==> src/rtl/sgm_pkg.sv <==
// shared constants, types and tables of the sobel gradient block
`default_nettype none
package sgm_pkg;
    localparam int DEF_MAX_WIDTH     = 2048;
    localparam int DEF_CORDIC_STAGES = 16;

    localparam int PIX_W   = 8;
    localparam int COL_W   = 11;
    localparam int ROW_W   = 16;
    localparam int GRAD_W  = 11;
    localparam int MAG_W   = 15;
    localparam int ANG_W   = 16;
    localparam int CFG_W   = 16;
    localparam int CIDX_W  = 2;
    localparam int IMGW_W  = 12;

    localparam logic [CIDX_W-1:0] CFG_IMAGE_WIDTH  = 2'd0;
    localparam logic [CIDX_W-1:0] CFG_IMAGE_HEIGHT = 2'd1;
    localparam logic [IMGW_W-1:0] RST_IMAGE_WIDTH  = 12'd640;
    localparam logic [ROW_W-1:0]  RST_IMAGE_HEIGHT = 16'd480;

    // cordic datapath
    localparam int XW   = 24;
    localparam int ACCW = 25;
    localparam logic signed [ACCW-1:0] ATAN_PI = 25'sd3294199;
    localparam logic signed [ANG_W-1:0] ANG_LIM = 16'sd25736;

    // result kinds of one pixel
    localparam logic [1:0] K_NORM      = 2'd0;
    localparam logic [1:0] K_FIN       = 2'd1;
    localparam logic [1:0] K_LAST_NORM = 2'd2;
    localparam logic [1:0] K_LAST_FIN  = 2'd3;

    typedef struct packed {
        logic accept;
        logic upd;
        logic load;
        logic sq;
        logic iter;
        logic fin;
        logic take;
    } t_cmd;

    typedef struct packed {
        logic pend_any;
        logic iter_last;
    } t_stat;

    // atan(2^-i) in units of 2^-20 rad
    function automatic logic signed [ACCW-1:0] sgm_atan(input logic [4:0] i);
        logic signed [ACCW-1:0] v;
        case (i)
            5'd0:    v = 25'sd823550;
            5'd1:    v = 25'sd486170;
            5'd2:    v = 25'sd256879;
            5'd3:    v = 25'sd130396;
            5'd4:    v = 25'sd65451;
            5'd5:    v = 25'sd32757;
            5'd6:    v = 25'sd16383;
            5'd7:    v = 25'sd8192;
            5'd8:    v = 25'sd4096;
            5'd9:    v = 25'sd2048;
            5'd10:   v = 25'sd1024;
            5'd11:   v = 25'sd512;
            5'd12:   v = 25'sd256;
            5'd13:   v = 25'sd128;
            5'd14:   v = 25'sd64;
            5'd15:   v = 25'sd32;
            5'd16:   v = 25'sd16;
            5'd17:   v = 25'sd8;
            5'd18:   v = 25'sd4;
            5'd19:   v = 25'sd2;
            5'd20:   v = 25'sd1;
            default: v = 25'sd0;
        endcase
        return v;
    endfunction
endpackage
`default_nettype wire

==> src/rtl/sgm_ctrl.sv <==
// controller state machine of the sobel gradient block
`default_nettype none
module sgm_ctrl (
    input  wire            i_clk,
    input  wire            i_rst_n,
    input  wire            i_in_valid,
    input  wire            i_out_ready,
    input  sgm_pkg::t_stat i_stat,
    output sgm_pkg::t_cmd  o_cmd,
    output logic           o_in_ready,
    output logic           o_out_valid
);
    import sgm_pkg::*;

    localparam logic [2:0] S_IDLE = 3'd0;
    localparam logic [2:0] S_UPD  = 3'd1;
    localparam logic [2:0] S_LOAD = 3'd2;
    localparam logic [2:0] S_SQ   = 3'd3;
    localparam logic [2:0] S_ITER = 3'd4;
    localparam logic [2:0] S_FIN  = 3'd5;
    localparam logic [2:0] S_OUT  = 3'd6;

    logic [2:0] r_state, n_state;

    always_comb begin
        o_in_ready  = (r_state == S_IDLE);
        o_out_valid = (r_state == S_OUT);
        o_cmd.accept = o_in_ready && i_in_valid;
        o_cmd.upd    = (r_state == S_UPD);
        o_cmd.load   = (r_state == S_LOAD);
        o_cmd.sq     = (r_state == S_SQ);
        o_cmd.iter   = (r_state == S_ITER);
        o_cmd.fin    = (r_state == S_FIN);
        o_cmd.take   = o_out_valid && i_out_ready;
        n_state = r_state;
        case (r_state)
            S_IDLE: begin
                if (i_in_valid) n_state = S_UPD;
            end
            S_UPD:  n_state = S_LOAD;
            S_LOAD: begin
                n_state = i_stat.pend_any ? S_SQ : S_IDLE;
            end
            S_SQ:   n_state = S_ITER;
            S_ITER: begin
                if (i_stat.iter_last) n_state = S_FIN;
            end
            S_FIN:  n_state = S_OUT;
            S_OUT: begin
                if (i_out_ready) n_state = S_LOAD;
            end
            default: n_state = S_IDLE;
        endcase
    end

    always_ff @(posedge i_clk) begin
        if (!i_rst_n) begin
            r_state <= S_IDLE;
        end else begin
            r_state <= n_state;
        end
    end
endmodule
`default_nettype wire

==> config.mk <==
export PLATFORM = sky130hd
export DESIGN_NAME = sgm_ctrl
export DESIGN_NICKNAME = d
export VERILOG_FILES = /design/src/rtl/sgm_pkg.sv /design/src/rtl/sgm_ctrl.sv
export SDC_FILE = /design/constraint.sdc
export NUM_CORES = 1
export LEC_CHECK = 0
export BUFFER_PORTS_ARGS = -buffer_cell sky130_fd_sc_hd__buf_2
export CAP_MARGIN = 10
export CORE_AREA = 4 4 41 43
export CTS_CLUSTER_SIZE = 20
export DETAILED_ROUTE_END_ITERATION = 10
export DIE_AREA = 0 0 45 47
export HOLD_SLACK_MARGIN = 0.12
export SKIP_LAST_GASP = 1
export SYNTH_ARGS = -nofsm -noshare
export SYNTH_HDL_FRONTEND = slang
export SYNTH_SLANG_ARGS = --single-unit
==> constraint.sdc <==
create_clock -name i_clk -period 1.4 [get_ports i_clk]
set_input_delay 0.07 -clock i_clk [delete_from_list [all_inputs] [get_ports i_clk]]
set_output_delay 0.07 -clock i_clk [all_outputs]
set_load 0.1 [all_outputs]
==> results.md, run 1 <==
- Crit start category: flip-flop
- Comb pwr share: 0.539
- Post-placement worst setup slack: 0.158 ns
- Fmax: 732 MHz
- Reg2reg end: r_state[1]$_SDFFE_PN0P_
- Hold Slack: 0.164 ns
- Reg-to-reg startpoint: r_state[1]$_SDFFE_PN0P_
- Global-route wire length before repair: 1140 um
- Clock power share: 0.239
- Clk buf depth: 2
- FFs w/ async S/R, synth: 0
- Final Skew: 0.000996 ns
- HP Class: primary input to flip-flop
- Crit Path Max Fanout: 14
- Antenna Nets Post-Route: 0
- Seq/Total Area, Yosys: 0.225
- Yosys top cell by area: dfxtp_1
- Initial antenna violation count: 0
- Largest net degree at the start of global routing: 17
- Max H-tree Level: 1
- Critical path class: flip-flop to output pin
- Hold_sp: i_stat[0]
- Worst hold stages: 3
- Placed Area: 531 um^2
- CP Cell Sequence: nor2b_1, and3_2, buf_12
- Setup Buffers After CTS: 0
- Synth cell types: 22
- Post-detail-place hpwl: 545 um
- Ant. Diodes: 0
- CP delay by family, top: flip-flops
- Number of global-route vias before repair: 265
- Hold endpoint: r_state[0]$_SDFFE_PN0P_
- Critical path arrival: 1.30 ns
- Outcome: complete, no violations
- Starting Density: 0.205
- Number of enable flip-flop cells after synthesis: 0
- Critical path's largest stage delay: 0.45 ns
- CTS buffer count: 3
- Sw frac: 0.464
- Sw power: 0.000286 W
- Max Slew Vio Count: 0
- Final hold vios: 0
- Share of the synthesized area in the top cell type: 0.225
- Site Rows: 13
- Fraction of layout cells with a size suffix above 1: 0.620
- Area growth syn-to-layout: 115%
- Chip width: 45 um
- Filler cells: 132
- Critical path data required time: 1.33 ns
- Peak VDD IR: 0.484 mV
- Worst slew pin tran: 0.352 ns
- Max_slew headroom: 0.759
- Final worst-path cycle share: 0.975
- Vias per Instance: 4.58
- Share of power burned in registers: 0.223
- Min Tclk post-route: 1.37 ns
- Final instance area: 572 um^2
- Reg2reg path depth: 3
- Clock Latency Late Sink: 0.23 ns
- Final setup fails: 0
- Top cells by area, synth: dfxtp_1, nor3b_1, nor2b_1
- Primary FF master, synth: dfxtp_1
- P_leak: 0.220 nW
- Vias post-DR: 298
- Total GRT Usage: 0.0789
- CTS tree: done
- GRT overflow: 0
- Total power: 0.000616 W
- Internal Power: 0.000330 W
- Warnings from Yosys: 0
- Post-Syn Instances: 34
- Detailed-route DRC error count: 0
- Synth Register Bits: 3
- Initial drt markers: 2
- Power Dens Cells: 1080 nW/um^2
- RSZ-0062 raised after global routing: true
- Wire per inst: 11.0 um
- Sink Count: 3
- Final WL: 712 um
- Max-Cap Viols: 0
- Root Buffer: clkbuf_4
- Worst setup margin: 0.0348 ns
- Setup crit end kind: output pin
- Leading registers by flop count: r_state x3
- Placer congestion estimate: 0.804
- Drt first pass iters: 2
- Setup_tns: 0 ns
- Port Buffer Count: 14
- Ports: 15
- Syn avg cell area: 7.84 um^2
- Die H: 47 um
- Max stage delay cell, worst path: dfxtp_4
- Net Count, Synth: 40
- Slack of the worst reg-to-reg path: 0.18 ns
- Clk slew on worst S/H paths: 0.04 ns
- Buf+Inv Stages, Crit Path: 1
- Largest Register: r_state
- Number of flip-flops in the largest register: 3
- Cell Area, Synth: 267 um^2
- Std-Cell Core Area: 1300 um^2
- Die ar.: 2120 um^2
- Count of nets after finishing: 57
[placed cells by master (no fill, tap or decap), types with 2 or more instances in the layout]
cell	n
nor2b_1	3
nand2_1	2
buf_2	5
clkbuf_4	3
dfxtp_4	2
nor3b_4	3
buf_12	9
[cell families (layout without fill, tap and decap cells)]
group | after synthesis | in the layout | synth area share
compound gates | 8 | 8 | 0.254
buf+inv | 5 | 21 | 0.127
flops | 3 | 3 | 0.225
simple gates | 18 | 18 | 0.394
[worst max path at each step]
stage	end	slack [ns]	depth (start not counted)	from
after floorplan	o_cmd[6]	-0.44	3	r_state[1]$_SDFFE_PN0P_
after global placement	r_state[1]$_SDFFE_PN0P_	0.20	3	r_state[2]$_SDFFE_PN0P_
after detailed placement	r_state[1]$_SDFFE_PN0P_	0.16	3	r_state[2]$_SDFFE_PN0P_
after CTS	o_cmd[1]	0.02	3	r_state[0]$_SDFFE_PN0P_
after global routing	o_cmd[0]	-0.02	3	r_state[2]$_SDFFE_PN0P_
final	o_cmd[0]	0.03	3	r_state[2]$_SDFFE_PN0P_
[area by class of cell]
class / instances / area (um^2) / area share
inverter: 2 / 10.0 / 0.0175
tap: 15 / 18.8 / 0.0328
timing repair buffer: 15 / 215 / 0.376
sequential: 3 / 68.8 / 0.120
multi-input combinational: 26 / 233 / 0.407
clock buffer: 4 / 26.3 / 0.0460
[power groups by stage]
stage	registers [W]	logic [W]	clock network, W
after floorplan	0.000106	0.000269	0
after global placement	0.000139	0.000329	0
after detailed placement	0.000140	0.000330	0
after CTS	0.000137	0.000334	0.000156
after global routing	0.000141	0.000344	0.000160
final	0.000137	0.000332	0.000147
[layer usage]
layer	part of all wire	wire, um	global-route usage	vias up
met3	0.084	60	0.0498	0
met2	0.43	307	0.110	12
li1	-	-	-	156
met1	0.48	343	0.0952	130
met4	0	0	0.0351	0
met5	0	0	0	-
[Yosys cell counts (all sizes together) (2+ instances only)]
library cell	number
a2111oi	2
and2	3
buf	3
dfxtp	3
inv	2
nand2	2
nor2	2
nor2b	3
nor3	2
nor3b	3
[worst reg2reg max path, delay by kind of cell, from the launching register on]
| kind | cells | cell delay [ns] |
|---|---|---|
| DFF | 1 | 0.53 |
| and+or+nand+nor | 2 | 0.29 |
| AOI/OAI and AO/OA | 1 | 0.29 |
[repair_timing]
action,in CTS,in global routing
setup endpoints to repair,2,2
hold buffers,1,0
resized for setup,1,1
hold endpoints to repair,3,0
pin swaps,0,0
[per-stage QoR]
| step | util | std cells |
|---|---|---|
| finish | 0.439 | 65 |
| global route | 0.439 | 65 |
| CTS | 0.438 | 65 |
| detailed placement | 0.408 | 60 |
| global placement | 0.408 | 60 |
| floorplan | - | 34 |
Power figures use the tool's default switching activity.
==> run 2: changes to the inputs <==
==> constraint.sdc (replaced) <==
create_clock -name i_clk -period 1.4 [get_ports i_clk]
set_input_delay 0.21 -clock i_clk [delete_from_list [all_inputs] [get_ports i_clk]]
set_output_delay 0.21 -clock i_clk [all_outputs]
set_load 0.1 [all_outputs]
==> run 2 against run 1 <==
The run now ends with negative setup slack left. Non-clock buffer count grew 7. Die area is the same. Utilization grew 5.7 points. Hold slack gained 0.032 ns. First-iteration DRC count shrank 100%. Critical path depth is the same. Largest power group unchanged.
==> results.md, run 2 (same netlist as run 1, synthesis figures left out) <==
- Initial antenna violation count: 0 (unchanged)
- Clk buf depth: 2 (unchanged)
- Starting Density: 0.205 (unchanged)
- Hold_sp: i_rst_n (was i_stat[0])
- Sink Count: 3 (unchanged)
- Critical path data required time: 1.19 ns (was 1.33 ns)
- HP Class: primary input to flip-flop (unchanged)
- Fmax: 711 MHz (was 732 MHz)
- Largest Register: r_state (unchanged)
- Peak VDD IR: 0.671 mV (was 0.484 mV)
- Final hold vios: 0 (unchanged)
- RSZ-0062 raised after global routing: true (unchanged)
- Largest net degree at the start of global routing: 17 (unchanged)
- Failing checks: negative setup slack
- Final worst-path cycle share: 1.00 (was 0.975)
- Site Rows: 13 (unchanged)
- Worst setup margin: -0.00562 ns (was 0.0348 ns)
- Final setup fails: 1 (was 0)
- Most common cell after layout, fill and taps aside: buf_12 (unchanged)
- Fraction of layout cells with a size suffix above 1: 0.702 (was 0.620)
- Power Dens Cells: 1020 nW/um^2 (was 1080 nW/um^2)
- Initial drt markers: 0 (was 2)
- Critical path arrival: 1.20 ns (was 1.30 ns)
- Global-route wire length before repair: 1330 um (was 1140 um)
- Final WL: 836 um (was 712 um)
- Max Slew Vio Count: 0 (unchanged)
- Min Tclk post-route: 1.41 ns (was 1.37 ns)
- Setup crit end kind: output pin (unchanged)
- Port Buffer Count: 14 (unchanged)
- CP startpoint: r_state[0]$_SDFFE_PN0P_ (was r_state[2]$_SDFFE_PN0P_)
- Clk slew on worst S/H paths: 0.04 ns (about the same)
- CTS buffer count: 3 (unchanged)
- Post-CTS Hold Fix Bufs: 0 (was 1)
- Count of nets after finishing: 64 (was 57)
- Worst slew pin tran: 0.367 ns (was 0.352 ns)
- Antenna Nets Post-Route: 0 (unchanged)
- Post-placement worst setup slack: 0.0687 ns (was 0.158 ns)
- Max-Cap Viols: 0 (unchanged)
- Placer congestion estimate: 0.749 (was 0.804)
- Max_slew headroom: 0.749 (was 0.759)
- Hold Slack: 0.195 ns (was 0.164 ns)
- Wire per inst: 11.6 um (was 11.0 um)
- Detailed-route DRC error count: 0 (unchanged)
- Number of global-route vias before repair: 319 (was 265)
- Leading registers by flop count: r_state x3 (unchanged)
- Clock Latency Late Sink: 0.23 ns (about the same)
- Max stage delay cell, worst path: dfxtp_4 (unchanged)
- Critical path class: flip-flop to output pin (unchanged)
- Std-Cell Core Area: 1300 um^2 (unchanged)
- Total GRT Usage: 0.0876 (was 0.0789)
- Number of flip-flops in the largest register: 3 (unchanged)
- Outcome: complete, but fails checks (was complete, no violations)
- P_leak: 0.257 nW (was 0.220 nW)
- Most frequent cells in the layout: buf_12, buf_4, buf_2 (was buf_12, buf_2, nor3b_4, nor2b_1, clkbuf_4)
- Crit Path Max Fanout: 8 (was 14)
- Die ar.: 2120 um^2 (unchanged)
- Final Skew: 0.0000753 ns (was 0.000996 ns)
- Drt first pass iters: 1 (was 2)
- Critical path's largest stage delay: 0.39 ns (was 0.45 ns)
- CP Cell Sequence: buf_6, nor3b_4, buf_12 (was nor2b_1, and3_2, buf_12)
- Crit start category: flip-flop (unchanged)
- Filler cells: 133 (was 132)
- GRT overflow: 0 (unchanged)
- CTS tree: done (unchanged)
- Reg-to-reg startpoint: r_state[2]$_SDFFE_PN0P_ (was r_state[1]$_SDFFE_PN0P_)
- Ant. Diodes: 0 (unchanged)
- Area growth syn-to-layout: 142% (was 115%)
- Vias per Instance: 4.60 (was 4.58)
- Root Buffer: clkbuf_4 (unchanged)
- Post-detail-place hpwl: 526 um (was 545 um)
- Die H: 47 um (unchanged)
- Chip width: 45 um (unchanged)
- Max H-tree Level: 1 (unchanged)
- Vias post-DR: 331 (was 298)
- Ports: 15 (unchanged)
[run 2: stage by stage]
stage | instance area (um^2) | TNS (ns) | power [W] | utilization | cells
floorplan | 344 | -1.65 | 0.000375 | - | 34
global placement | 538 | 0 | 0.000470 | 0.413 | 61
detailed placement | 538 | 0 | 0.000471 | 0.413 | 61
CTS | 608 | 0 | 0.000654 | 0.467 | 69
global route | 646 | -0.104 | 0.000697 | 0.496 | 72
finish | 646 | -0.00562 | 0.000659 | 0.496 | 72
[run 2: final cells by class]
| class | instances | area [um^2] | share of cell area |
|---|---|---|---|
| Multi-Input combinational cell | 26 | 246 | 0.382 |
| Timing Repair Buffer | 22 | 273 | 0.422 |
| Tap cell | 15 | 18.8 | 0.0291 |
| Clock buffer | 4 | 26.3 | 0.0407 |
| Inverter | 2 | 10.0 | 0.0155 |
| Sequential cell | 3 | 71.3 | 0.110 |
[run 2: worst max-delay path: cells and delay by family (launching register included)]
kind / cells / cell delay (ns)
simple gates: 1 / 0.23
buf+inv: 2 / 0.33
flops: 1 / 0.39
[run 2: per-layer routing]
layer	wire (um)	vias to the layer above	global-route usage
met4	0	0	0.0117
li1	-	168	-
met3	65	0	0.0651
met2	442	11	0.130
met1	328	152	0.104
met5	0	-	0
[run 2: timing repair]
action / CTS / global route
gates resized for setup: 5 / 5
endpoints found under the setup margin: 8 / 7
setup buffers: 4 / 3
pin swaps: 2 / 4
gates cloned: 0 / 0
[run 2: worst paths after layout]
check / depth (start not counted) / to / slack, ns
setup reg to reg: 4 / r_state[1]$_SDFFE_PN0P_ / 0.20
setup / recovery: 3 / o_cmd[2] / -0.006
hold / removal: 2 / r_state[2]$_SDFFE_PN0P_ / 0.20
hold reg to reg: 2 / r_state[0]$_SDFFE_PN0P_ / 0.62
[run 2: where the power goes]
part           total (W)  switching [W]  internal [W]
Clock           0.000150      0.0000433      0.000107
Combinational   0.000376       0.000219      0.000157
Sequential      0.000133      0.0000373     0.0000956
